--- config.mk ---
export PLATFORM = sky130hd
export DESIGN_NAME = bafl_ctrl
export DESIGN_NICKNAME = d
export VERILOG_FILES = /design/src/design/bafl_pkg.sv /design/src/design/bafl_ctrl.sv
export SDC_FILE = /design/constraint.sdc
export NUM_CORES = 1
export LEC_CHECK = 0
export BUFFER_PORTS_ARGS = -buffer_cell sky130_fd_sc_hd__buf_4
export CORE_MARGIN = 2
export CORE_UTILIZATION = 44
export DETAILED_ROUTE_END_ITERATION = 7
export PLACE_DENSITY = 0.74
export SLEW_MARGIN = 5
export SYNTH_ARGS = -nofsm -noshare
export SYNTH_HDL_FRONTEND = slang
export SYNTH_SLANG_ARGS = --single-unit
--- constraint.sdc ---
create_clock -name clk_i -period 1.42 [get_ports clk_i]
set_input_delay 0.284 -clock clk_i [delete_from_list [all_inputs] [get_ports clk_i]]
set_output_delay 0.284 -clock clk_i [all_outputs]
set_load 0.005 [all_outputs]
--- src/design/bafl_pkg.sv ---
// bafl_pkg: shared constants, types and helpers for the buddy allocator
// no dependencies
package bafl_pkg;

  localparam int HeapOrder  = 16;
  localparam int MinOrder   = 2;
  localparam int BlkW       = HeapOrder - MinOrder;      // block number bits
  localparam int LinkW      = BlkW + 1;                  // valid bit over block number
  localparam int OrdW       = 5;                         // holds 0..31
  localparam int SizeW      = 17;
  localparam int OffW       = 16;
  localparam int HeadIdxW   = $clog2(HeapOrder);

  localparam logic CmdAlloc = 1'b0;
  localparam logic CmdFree  = 1'b1;

  // datapath commands
  typedef enum logic [3:0] {
    OpNone,
    OpLoad,       // capture request, compute order
    OpScanUp,     // alloc: advance p
    OpPop,        // alloc: start read of next link of head block
    OpPopDone,    // alloc: head <= link
    OpSplit,      // alloc: push right half, p--
    OpFindStart,  // free: cur <= head of p
    OpFindRd,     // free: issue link read of cur
    OpFindStep,   // free: evaluate read data
    OpUnlink,     // free: perform unlink and merge
    OpPushLast,   // free: push block
    OpReply
  } op_e;

  typedef struct packed {
    op_e op;
  } ctl_t;

  typedef struct packed {
    logic req_bad;     // size zero, too big, or misaligned free
    logic is_free;
    logic head_valid;  // head of current order valid
    logic p_top;       // p >= HeapOrder
    logic p_want;      // p == want
    logic cur_valid;
    logic cur_hit;
    logic steps_done;
  } sts_t;

  // ceil log2 of size, at least MinOrder
  function automatic logic [OrdW-1:0] order_of(input logic [SizeW-1:0] n);
    logic [SizeW-1:0] m;
    logic [OrdW-1:0]  p;
    m = n - 1'b1;
    p = '0;
    for (int i = 0; i < SizeW; i++) begin
      if (m[i]) p = OrdW'(i + 1);
    end
    return (p < OrdW'(MinOrder)) ? OrdW'(MinOrder) : p;
  endfunction

endpackage

--- src/design/bafl_ctrl.sv ---
// bafl_ctrl: sequencer for allocate and free operations
// depends on bafl_pkg
module bafl_ctrl (
  input  logic          clk_i,
  input  logic          rst_ni,
  input  logic          start_i,
  input  bafl_pkg::sts_t sts_i,
  input  logic          out_free_i,
  output bafl_pkg::ctl_t ctl_o,
  output logic          idle_o
);
  import bafl_pkg::*;

  localparam logic [3:0] SIdle   = 4'd0;
  localparam logic [3:0] SLoad   = 4'd1;
  localparam logic [3:0] SScan   = 4'd2;
  localparam logic [3:0] SPop    = 4'd3;
  localparam logic [3:0] SPopW   = 4'd4;
  localparam logic [3:0] SSplit  = 4'd5;
  localparam logic [3:0] SFind   = 4'd6;
  localparam logic [3:0] SFRd    = 4'd7;
  localparam logic [3:0] SFStep  = 4'd8;
  localparam logic [3:0] SUnlink = 4'd9;
  localparam logic [3:0] SPush   = 4'd10;
  localparam logic [3:0] SReply  = 4'd11;

  logic [3:0] state_q, state_d;

  always_ff @(posedge clk_i or negedge rst_ni) begin
    if (!rst_ni) state_q <= SIdle;
    else         state_q <= state_d;
  end

  // next state and command
  always_comb begin
    state_d   = state_q;
    ctl_o.op  = OpNone;
    case (state_q)
      SIdle: begin
        if (start_i) begin
          ctl_o.op = OpLoad;
          state_d  = SLoad;
        end
      end
      SLoad: begin
        if (sts_i.req_bad)      state_d = SReply;
        else if (sts_i.is_free) state_d = SFind;
        else                    state_d = SScan;
      end
      SScan: begin
        if (sts_i.head_valid) state_d = SPop;
        else if (sts_i.p_top) state_d = SReply;
        else ctl_o.op = OpScanUp;
      end
      SPop: begin
        ctl_o.op = OpPop;
        state_d  = SPopW;
      end
      SPopW: begin
        ctl_o.op = OpPopDone;
        state_d  = SSplit;
      end
      SSplit: begin
        if (sts_i.p_want) state_d = SReply;
        else ctl_o.op = OpSplit;
      end
      SFind: begin
        if (sts_i.p_top) state_d = SPush;
        else begin
          ctl_o.op = OpFindStart;
          state_d  = SFRd;
        end
      end
      SFRd: begin
        if (!sts_i.cur_valid || sts_i.steps_done) state_d = SPush;
        else if (sts_i.cur_hit) begin
          ctl_o.op = OpFindRd;
          state_d  = SUnlink;
        end else begin
          ctl_o.op = OpFindRd;
          state_d  = SFStep;
        end
      end
      SFStep: begin
        ctl_o.op = OpFindStep;
        state_d  = SFRd;
      end
      SUnlink: begin
        ctl_o.op = OpUnlink;
        state_d  = SFind;
      end
      SPush: begin
        ctl_o.op = OpPushLast;
        state_d  = SReply;
      end
      SReply: begin
        if (out_free_i) begin
          ctl_o.op = OpReply;
          state_d  = SIdle;
        end
      end
      default: state_d = SIdle;
    endcase
  end

  assign idle_o = (state_q == SIdle);
endmodule

==> impl_metrics.toml, run 1 <==
[layout]
final_layout_size_suffix_gt1_frac = 0.5669
largest_reg_flops = 4
diodes = 0
final_area_um2 = 1046
fillerInstances = 86
layout.nets = 145
largest_register = "state_q"
fin_cells = 142
top_regs = "state_q (4)"
area_delta_synth_final_pct = 77.87

[floorplanning]
initial_core_util = 0.4635
die_w_um = 40.56
rows = 13
io_pins = 17
die_h_um = 40.56
die-area_um2 = 1645
coreArea_um2 = 1269

[placement]
dp_hpwl_mm = 1.277
dp.cells = 129
gp_congestion = 0.8700
placed_area_um2 = 827.0
portBuffers = 16

[drt]
routed_via_density = 5.718
drt_pass1_iterations = 4
routed_wl_mm = 2.199
vias = 812
ant_nets = 0
drt_iter0_markers = 16
drc_errors = 0
wl_per_cell_um = 15.49

[clock_tree]
cts_max_path_buffers = 2
cts.sinks = 4
tritoncts.num_buffers = 3
cts-root-buf = "clkbuf_4"
htree_levels = 1
insertion_delay_ps = 240
tritoncts = "built"
clk_pin_slew_worst_paths_ps = 40

[timing]
skew_ps = 0.7334
rsz0062_at_grt = "true"
final.setup.worst_slack_ps = -300.1
period_share = 1.211
post-route-min-period_ps = 1720
worstMarginPinSlew_ps = 273.1
fmax_mhz = 581.4
setup_viol = 9
hold_viol_final = 0
slew_headroom = 0.8165
drv_slew = 0

[worst_setup_path]
crit_chain = "nand2_1 > o21ai_0 > nand3_1 > a21oi_1 > buf_4"
critPathCaptureType = "output pin"
r2r_start = "state_q[3]"
cp-start-kind = "flip-flop"
cp.arrival_ps = 1440
r2r_cells = 8
crit_path_start = "state_q[1]"
path_max_fanout = 12
slowest_delay_ps = 490
cp_slowest_cell = "dfrtp_2"
path_class = "reg2out"
critical_path_required_ps = 1140

[synthesis]
ys_ff_latch = 4
ys.flop_type = "dfrtp_1"
ys_seq_area_frac = 0.1702
syn-instance-count = 86
ys_warn_count = 0
synth_nets = 102
syn_avg_cell_area_um2 = 6.838
syn-cell-area_um2 = 588.1
synthArstFlopShare = 1.000
synthDistinctLibCells = 28
synth-edff-count = 0

[global_route]
grt_pass1_wl_mm = 3.063
antenna_found_initial = 0
grt_overflow = 0
grt_pass1_vias = 692
grt.total_usage = 0.2947
grt_max_degree = 16

[min_path]
hold_start = "sts_i[5]"
hold_depth = 4
hp-class = "in2reg"

[power]
irDropWorstVdd_v = 0.001371
p_leak_nw = 0.4720
power_density_nw_per_um2 = 2104

[status]
violations = "setup timing"
status = "finished, violations left"

[flow_run]
drv_cap = 0
-- timing repair --
item | CTS | global route
setup buffers | 5 | 4
hold buffers | 1 | 0
pin swaps | 7 | 10
endpoints found under the hold margin | 4 | 0
resized for setup | 19 | 16
endpoints found under the setup margin | 9 | 9
-- area by class of cell --
type	count	area [um2]	area share
Clock buffer	3	22.52	0.02153
Tap cell	15	18.77	0.01794
Inverter	6	25.02	0.02392
Multi-Input combinational cell	70	538.0	0.5144
Sequential cell	4	103.9	0.09928
Timing Repair Buffer	44	337.8	0.3230
-- layout by cell type, fill, tap and decap left out, drive strengths merged --
cell type / instances
and3: 1
o21a: 2
dfrtp: 4
nor3b: 1
a31oi: 1
inv: 6
o21bai: 1
o21ai: 13
a21o: 1
a22oi: 1
a21oi: 9
nor2: 5
nor2b: 3
clkbuf: 3
nor3: 2
nand3b: 2
buf: 43
o22ai: 2
a221o: 1
ha: 4
and3b: 1
nand2b: 5
nand2: 10
a32oi: 2
nand3: 2
o31ai: 1
dlygate4sd3: 1
-- Yosys cell counts (2+ instances only) --
master | number | area, um2
nand2b_1 | 5 | 31.28
inv_1 | 6 | 22.52
nor3_1 | 2 | 10.01
dfrtp_1 | 4 | 100.1
buf_6 | 2 | 22.52
buf_2 | 4 | 20.02
nand2_1 | 10 | 37.54
nand3_1 | 2 | 10.01
a32oi_1 | 2 | 17.52
nor2b_1 | 3 | 18.77
ha_1 | 4 | 50.05
o22ai_1 | 2 | 12.51
o21ai_1 | 4 | 20.02
nor2_1 | 5 | 18.77
a21oi_1 | 9 | 45.04
nand3b_1 | 2 | 15.01
o21a_1 | 2 | 15.01
o21ai_2 | 2 | 17.52
o21ai_0 | 7 | 35.03
-- critical path, delay by kind of cell (launching register included) --
| kind | cells | cell delay [ps] |
|---|---|---|
| flops | 1 | 490 |
| simple gates | 2 | 270 |
| compound gates | 2 | 300 |
| buf+inv | 1 | 130 |
-- per-layer routing --
metal  share of wire  track usage  vias up
met5               0            0        -
met4           0.022       0.1500        0
met3           0.051      0.06667        7
met2            0.48       0.4762       31
met1            0.45       0.3597      387
li1                -            -      387
-- kinds of logic after synthesis --
group	Yosys count	synth area share
AO/OA/AOI/OAI	34	0.3553
AND/OR/NAND/NOR	32	0.2787
buffers and inverters	12	0.1106
adder cells (fa/ha/maj)	4	0.08511
flip-flops	4	0.1702
-- path summary, 6_finish.rpt --
path | end | slack [ps]
hold reg to reg | state_q[3] | 630
min in group asynchronous | state_q[0] | 420
setup / recovery | ctl_o[2] | -300
setup reg to reg | state_q[3] | -270
hold / removal | state_q[1] | 360
max in group asynchronous | state_q[2] | 880
-- power breakdown --
part           total [mW]  switching [mW]  internal [mW]
Clock               0.148          0.0533         0.0950
Sequential          0.300           0.128          0.173
Combinational        1.75           0.836          0.916
Total                2.20            1.02           1.18
-- stage by stage --
stage          setup TNS [ps]  utilization  setup slack [ps]  total power [mW]  hold slack [ps]
6_report                -2340       0.8245            -300.1             2.201            363.7
4_1_cts                 -2038       0.7544            -262.9             1.901            360.4
3_5_place_dp            -1407       0.6519            -174.0             1.536            80.96
3_3_place_gp            -1124       0.6519            -147.0             1.520            78.71
5_1_grt                 -2944       0.8245            -374.0             2.341            368.1
2_1_floorplan          -66.82            -            -16.72             1.038           -11.59
(Power assumes the default switching activity.)
==> inputs of run 2 (changes only) <==
- TNS_END_PERCENT: unset -> 50
==> run 2 against run 1 <==
The run still ends with setup timing left. Combinational power down 6%. Flip-flop and latch count did not move. Total power decreased by 6.0%. Register-to-register slack improved by 60 ps. Sequential share of layout area increased by 0.49 points. Hold slack got worse by 2.2 ps. Critical path type unchanged. Largest power group unchanged.
==> impl_metrics.toml, run 2 (synthesis gave the netlist of run 1 again) <==
[status]
status = "finished, violations left"
violations = "setup timing"

[floorplanning]
coreArea_um2 = 1269
rows = 13
io_pins = 17
die_h_um = 40.56
initial_core_util = 0.4635
die-area_um2 = 1645
die_w_um = 40.56

[layout]
largest_reg_flops = 4
final_cell_mix = "36 x buf_4, 10 x nand2_1, 7 x o21ai_1"
final_layout_size_suffix_gt1_frac = 0.5122
multiInputGateArea_um2 = 519.2
layout.nets = 141
fillerInstances = 90
mostFrequentLayoutCell = "buf_4"
largest_register = "state_q"
top_regs = "state_q (4)"
diodes = 0
fin_cells = 138
area_delta_synth_final_pct = 69.57
final_area_um2 = 997.2
seqCellArea_um2 = 103.9

[timing]
post-route-min-period_ps = 1730
setup_viol = 9
skew_ps = 0.06131
period_share = 1.218
slew_headroom = 0.8415
rsz0062_at_grt = "true"
worstMarginPinSlew_ps = 235.8
fmax_mhz = 578.1
holdWs_ps = 361.5
hold_viol_final = 0
final.setup.worst_slack_ps = -309.8
drv_slew = 0

[power]
internal_power_mw = 1.135
power_switching_uw = 932.8
p_leak_nw = 0.4500
clkPwrFrac = 0.073
switching_share = 0.4511
irDropWorstVdd_v = 0.001407
power_density_nw_per_um2 = 2074
seq_power_share = 0.136
finalPower_mw = 2.068
share_comb_of_total_power = 0.791

[global_route]
busiest_layer = "met2"
grt.total_usage = 0.2792
antenna_found_initial = 0
grt_pass1_vias = 674
grt_util_met1 = 0.3475
grt_use_met3 = 0.06667
grt_overflow = 0
grt_pass1_wl_mm = 2.925
grt_max_degree = 16
grt_use_met2 = 0.4365

[clock_tree]
tritoncts.num_buffers = 3
htree_levels = 1
cts_max_path_buffers = 2
tritoncts = "built"
cts-root-buf = "clkbuf_4"
cts.sinks = 4
insertion_delay_ps = 250
clk_pin_slew_worst_paths_ps = 40

[worst_setup_path]
critPathCaptureType = "output pin"
crit_chain = "inv_2 > ha_4 > and3_4 > o22ai_2 > a21oi_2 > buf_4"
cp-start-kind = "flip-flop"
path_max_fanout = 5
slowest_delay_ps = 380
cp_slowest_cell = "dfrtp_1"
critical_path_required_ps = 1140
path_class = "reg2out"
cp.arrival_ps = 1450

[drt]
routed_wl_mm = 2.006
ant_nets = 0
wl_per_cell_um = 14.54
drt_pass1_iterations = 4
routed_via_density = 5.551
drt_iter0_markers = 22
vias = 766
drc_errors = 0

[placement]
gp_congestion = 0.8700
portBuffers = 16
placed_area_um2 = 827.0
dp_hpwl_mm = 1.277
dp.cells = 129

[min_path]
hp-class = "in2reg"

[flow_run]
drv_cap = 0
-- run 2: changes by cell type in the layout (fill, tap and decap cells not counted) --
| cell | change |
|---|---|
| buf_4 | -4 |
| inv_2 | -1 |
| o21ai_2 | -2 |
| inv_1 | +1 |
| nor3_2 | -1 |
| nor3_1 | +1 |
| o21ai_1 | +2 |
| a31oi_1 | +1 |
| a31oi_2 | -1 |
-- run 2: power groups by stage --
stage	combinational [mW]	sequential, mW	clock (mW)
floorplan	0.846	0.192	0
global placement	1.26	0.262	0
detailed placement	1.27	0.261	0
CTS	1.46	0.289	0.151
global route	1.79	0.290	0.160
finish	1.64	0.282	0.150
-- run 2: layer usage --
| metal | up-vias | part of all wire |
|---|---|---|
| li1 | 378 | - |
| met1 | 353 | 0.44 |
| met2 | 31 | 0.49 |
| met3 | 4 | 0.049 |
| met4 | 0 | 0.022 |
| met5 | - | 0 |
-- run 2: layout make-up --
cell class / instances / share of cell area
timing repair buffer: 40 / 0.3087
clock buffer: 3 / 0.02258
multi-input combinational: 70 / 0.5207
sequential: 4 / 0.1041
inverter: 6 / 0.02509
tap: 15 / 0.01882
-- run 2: what timing repair did --
action	in CTS	in global routing
pin swaps	9	7
setup endpoints to repair	9	9
resized for setup	21	10
endpoints found under the hold margin	4	0
buffers inserted	3	2
hold buffers	1	0
-- run 2: path summary, 6_finish.rpt --
| check | start | slack [ps] | cells after the start | to |
|---|---|---|---|---|
| max reg2reg | state_q[2] | -210 | 7 | state_q[2] |
| min | sts_i[5] | 360 | 4 | state_q[1] |
| min reg2reg | state_q[2] | 640 | 2 | state_q[2] |
| max | state_q[3] | -310 | 6 | ctl_o[1] |
| min in group asynchronous | rst_ni | 420 | 2 | state_q[3] |
| max in group asynchronous | rst_ni | 890 | 2 | state_q[0] |
-- run 2: worst max-delay path, delay by kind of cell (launching register included) --
kind	cells	cell delay, ps
and+or+nand+nor	1	190
adders and majority gates	1	180
AOI/OAI and AO/OA	2	210
DFF	1	380
buffers and inverters	2	240
-- run 2: metrics by stage --
step	util	setup slack, ps	TNS [ps]
final	0.7860	-309.8	-2106
after global routing	0.7860	-367.3	-2791
after CTS	0.7475	-262.9	-1823
after detailed placement	0.6519	-174.0	-1407
after global placement	0.6519	-147.0	-1124
after floorplan	-	-16.72	-66.82
==> inputs of run 3 (changes only) <==
- ABC_AREA: unset -> 1
- CORE_UTILIZATION: 44 -> 45
- PLACE_DENSITY: 0.74 -> 0.75
==> run 3 against run 2 <==
The flow still finishes with violations (setup timing). Clock power decreased by 7%. Global-route usage decreased by 0.81 points. Total power increased by 2.4%. Clock skew increased by 5.0 ps. Die area increased by 2.1%. Via count increased by 15%. Area after synthesis increased by 4.7%. Fmax decreased by 2.0%. Setup slack got worse by 36 ps. Clock-buffer cell count unchanged. Design area increased by 2.5%. Critical path depth increased by 1. Largest power group unchanged.
==> impl_metrics.toml, run 3 <==
[synthesis]
syn_avg_cell_area_um2 = 5.400
synthDistinctLibCells = 19
netlist_top_cells_area = "nand2_1 18%, dfrtp_1 16%, nor2_1 15%"
synthArstFlopShare = 1.000
ys_seq_area_frac = 0.1626
ys.flop_type = "dfrtp_1"
synthDominantCellAreaShare = 0.1829
synth_top_cell_by_area = "nand2_1"
synth_common_cells = "30 x nand2_1, 25 x nor2_1, 18 x inv_1, 13 x nand3_1"
ys_warn_count = 0
synth_nets = 130
syn-cell-area_um2 = 615.6
syn-instance-count = 114
ys_ff_latch = 4
synth-edff-count = 0
synth.most_common_cell = "nand2_1"

[global_route]
grt_pass1_vias = 728
grt_pass1_wl_mm = 2.939
antenna_found_initial = 0
grt_overflow = 0
grt.total_usage = 0.2711
grt_max_degree = 8

[worst_setup_path]
crit_family = "flip-flops"
cp_slowest_cell = "dfrtp_1"
critPathCaptureType = "output pin"
crit_buf_inv = 3
path_max_fanout = 3
critical_path_required_ps = 1140
cp-start-kind = "flip-flop"
slowest_delay_ps = 380
crit_cells = 7
path_class = "reg2out"
r2r_cells = 10
cp.arrival_ps = 1480
crit_chain = "inv_2 > ha_1 > inv_1 > nor2_1 > a21oi_1 > a21oi_2 > buf_4"

[placement]
dp_hpwl_mm = 1.591
portBuffers = 16
gp_congestion = 0.8956
dp.cells = 165
placed_area_um2 = 915.9

[timing]
tns_ps = -2039
fmax_mhz = 566.4
hold_viol_final = 0
worstMarginPinSlew_ps = 225.1
drv_slew = 0
setup_viol = 9
final.setup.worst_slack_ps = -345.4
period_share = 1.243
skew_ps = 5.030
slew_headroom = 0.8499
post-route-min-period_ps = 1765
rsz0062_at_grt = "true"

[power]
share_comb_of_total_power = 0.822
seq_power_share = 0.113
p_leak_nw = 0.6058
irDropWorstVdd_v = 0.001285
power_switching_mw = 1.020
clkPwrFrac = 0.065
power_density_nw_per_um2 = 2073
internal_power_mw = 1.099
finalPower_mw = 2.119
switching_share = 0.4815

[layout]
final_area_um2 = 1022
fin_cells = 172
diodes = 0
final_util = 0.7955
largest_register = "state_q"
area_delta_synth_final_pct = 66.06
final_cell_mix = "38 x buf_4, 30 x nand2_1, 23 x nor2_1"
largest_reg_flops = 4
final_layout_size_suffix_gt1_frac = 0.4076
mostFrequentLayoutCell = "buf_4"
top_regs = "state_q (4)"
layout.nets = 175

[floorplanning]
die_h_um = 40.99
initial_core_util = 0.4791
die-area_um2 = 1680
coreArea_um2 = 1285
io_pins = 17
die_w_um = 40.99
rows = 13

[drt]
wl_per_cell_um = 11.53
ant_nets = 0
routed_wl_mm = 1.984
vias = 883
drc_errors = 0
drt_pass1_iterations = 4
routed_via_density = 5.134
drt_iter0_markers = 47

[clock_tree]
tritoncts.num_buffers = 3
tritoncts = "built"
cts_max_path_buffers = 2
cts-root-buf = "clkbuf_4"
clk_pin_slew_worst_paths_ps = 40
insertion_delay_ps = 230
htree_levels = 1
cts.sinks = 4

[status]
status = "finished, violations left"
violations = "setup timing"

[min_path]
hp-class = "in2async"

[flow_run]
drv_cap = 0
==> run 3: cell type report <==
| class | instances | area (um2) |
|---|---|---|
| well taps | 15 | 18.77 |
| fillers | 88 | 262.8 |
| inverters | 20 | 77.57 |
| clock buffers | 3 | 22.52 |
| flip-flops and latches | 4 | 100.1 |
| multi-input cells | 89 | 485.5 |
| repair buffers | 41 | 317.8 |
==> run 3: cells by family after synthesis <==
family                   after synthesis  share of synthesized area
AND/OR/NAND/NOR                       79                     0.5671
buffers and inverters                 21                     0.1402
AO/OA/AOI/OAI                          6                    0.04877
adder cells (fa/ha/maj)                4                    0.08130
flip-flops                             4                     0.1626
==> run 3: per-stage QoR <==
stage	worst slack, ps	hold WS, ps
6_report	-345.4	382.9
5_1_grt	-459.5	385.9
4_1_cts	-355.1	372.7
3_5_place_dp	-222.5	79.77
3_3_place_gp	-197.9	79.86
2_1_floorplan	-19.57	-11.59
==> run 3: worst paths after layout <==
path / slack, ps / start / to
worst min register to register: 620 / state_q[3] / state_q[3]
worst max-delay path: -350 / state_q[3] / ctl_o[1]
worst min-delay path: 380 / rst_ni / state_q[3]
max in group asynchronous: 930 / rst_ni / state_q[1]
min in group clk_i: 380 / sts_i[3] / state_q[0]
worst max register to register: -120 / state_q[2] / state_q[0]
==> run 3: power by group through the flow <==
stage / clock, mW / combinational, mW / sequential (mW)
global route: 0.155 / 1.91 / 0.242
global placement: 0 / 1.53 / 0.228
CTS: 0.146 / 1.67 / 0.235
detailed placement: 0 / 1.54 / 0.232
floorplan: 0 / 0.878 / 0.231
finish: 0.139 / 1.74 / 0.239
==> run 3: worst reg2reg max path: cells and delay by family (launching register included) <==
kind / cells / cell delay [ps]
AND/OR/NAND/NOR: 6 / 540
flip-flops: 1 / 410
adder cells (fa/ha/maj): 1 / 180
buffers and inverters: 3 / 330
==> run 3: timing repair <==
item,CTS,global route
setup buffers,2,1
hold buffers,1,0
setup endpoints to repair,9,9
pin swaps,9,3
gates resized for setup,11,7
hold endpoints to repair,4,0
==> run 3: metal layers <==
layer	share of wire	track usage	vias up
li1	-	-	439
met1	0.41	0.3213	399
met2	0.51	0.4766	39
met3	0.065	0.03261	6
met4	0.013	0.1250	0
met5	0	0	-
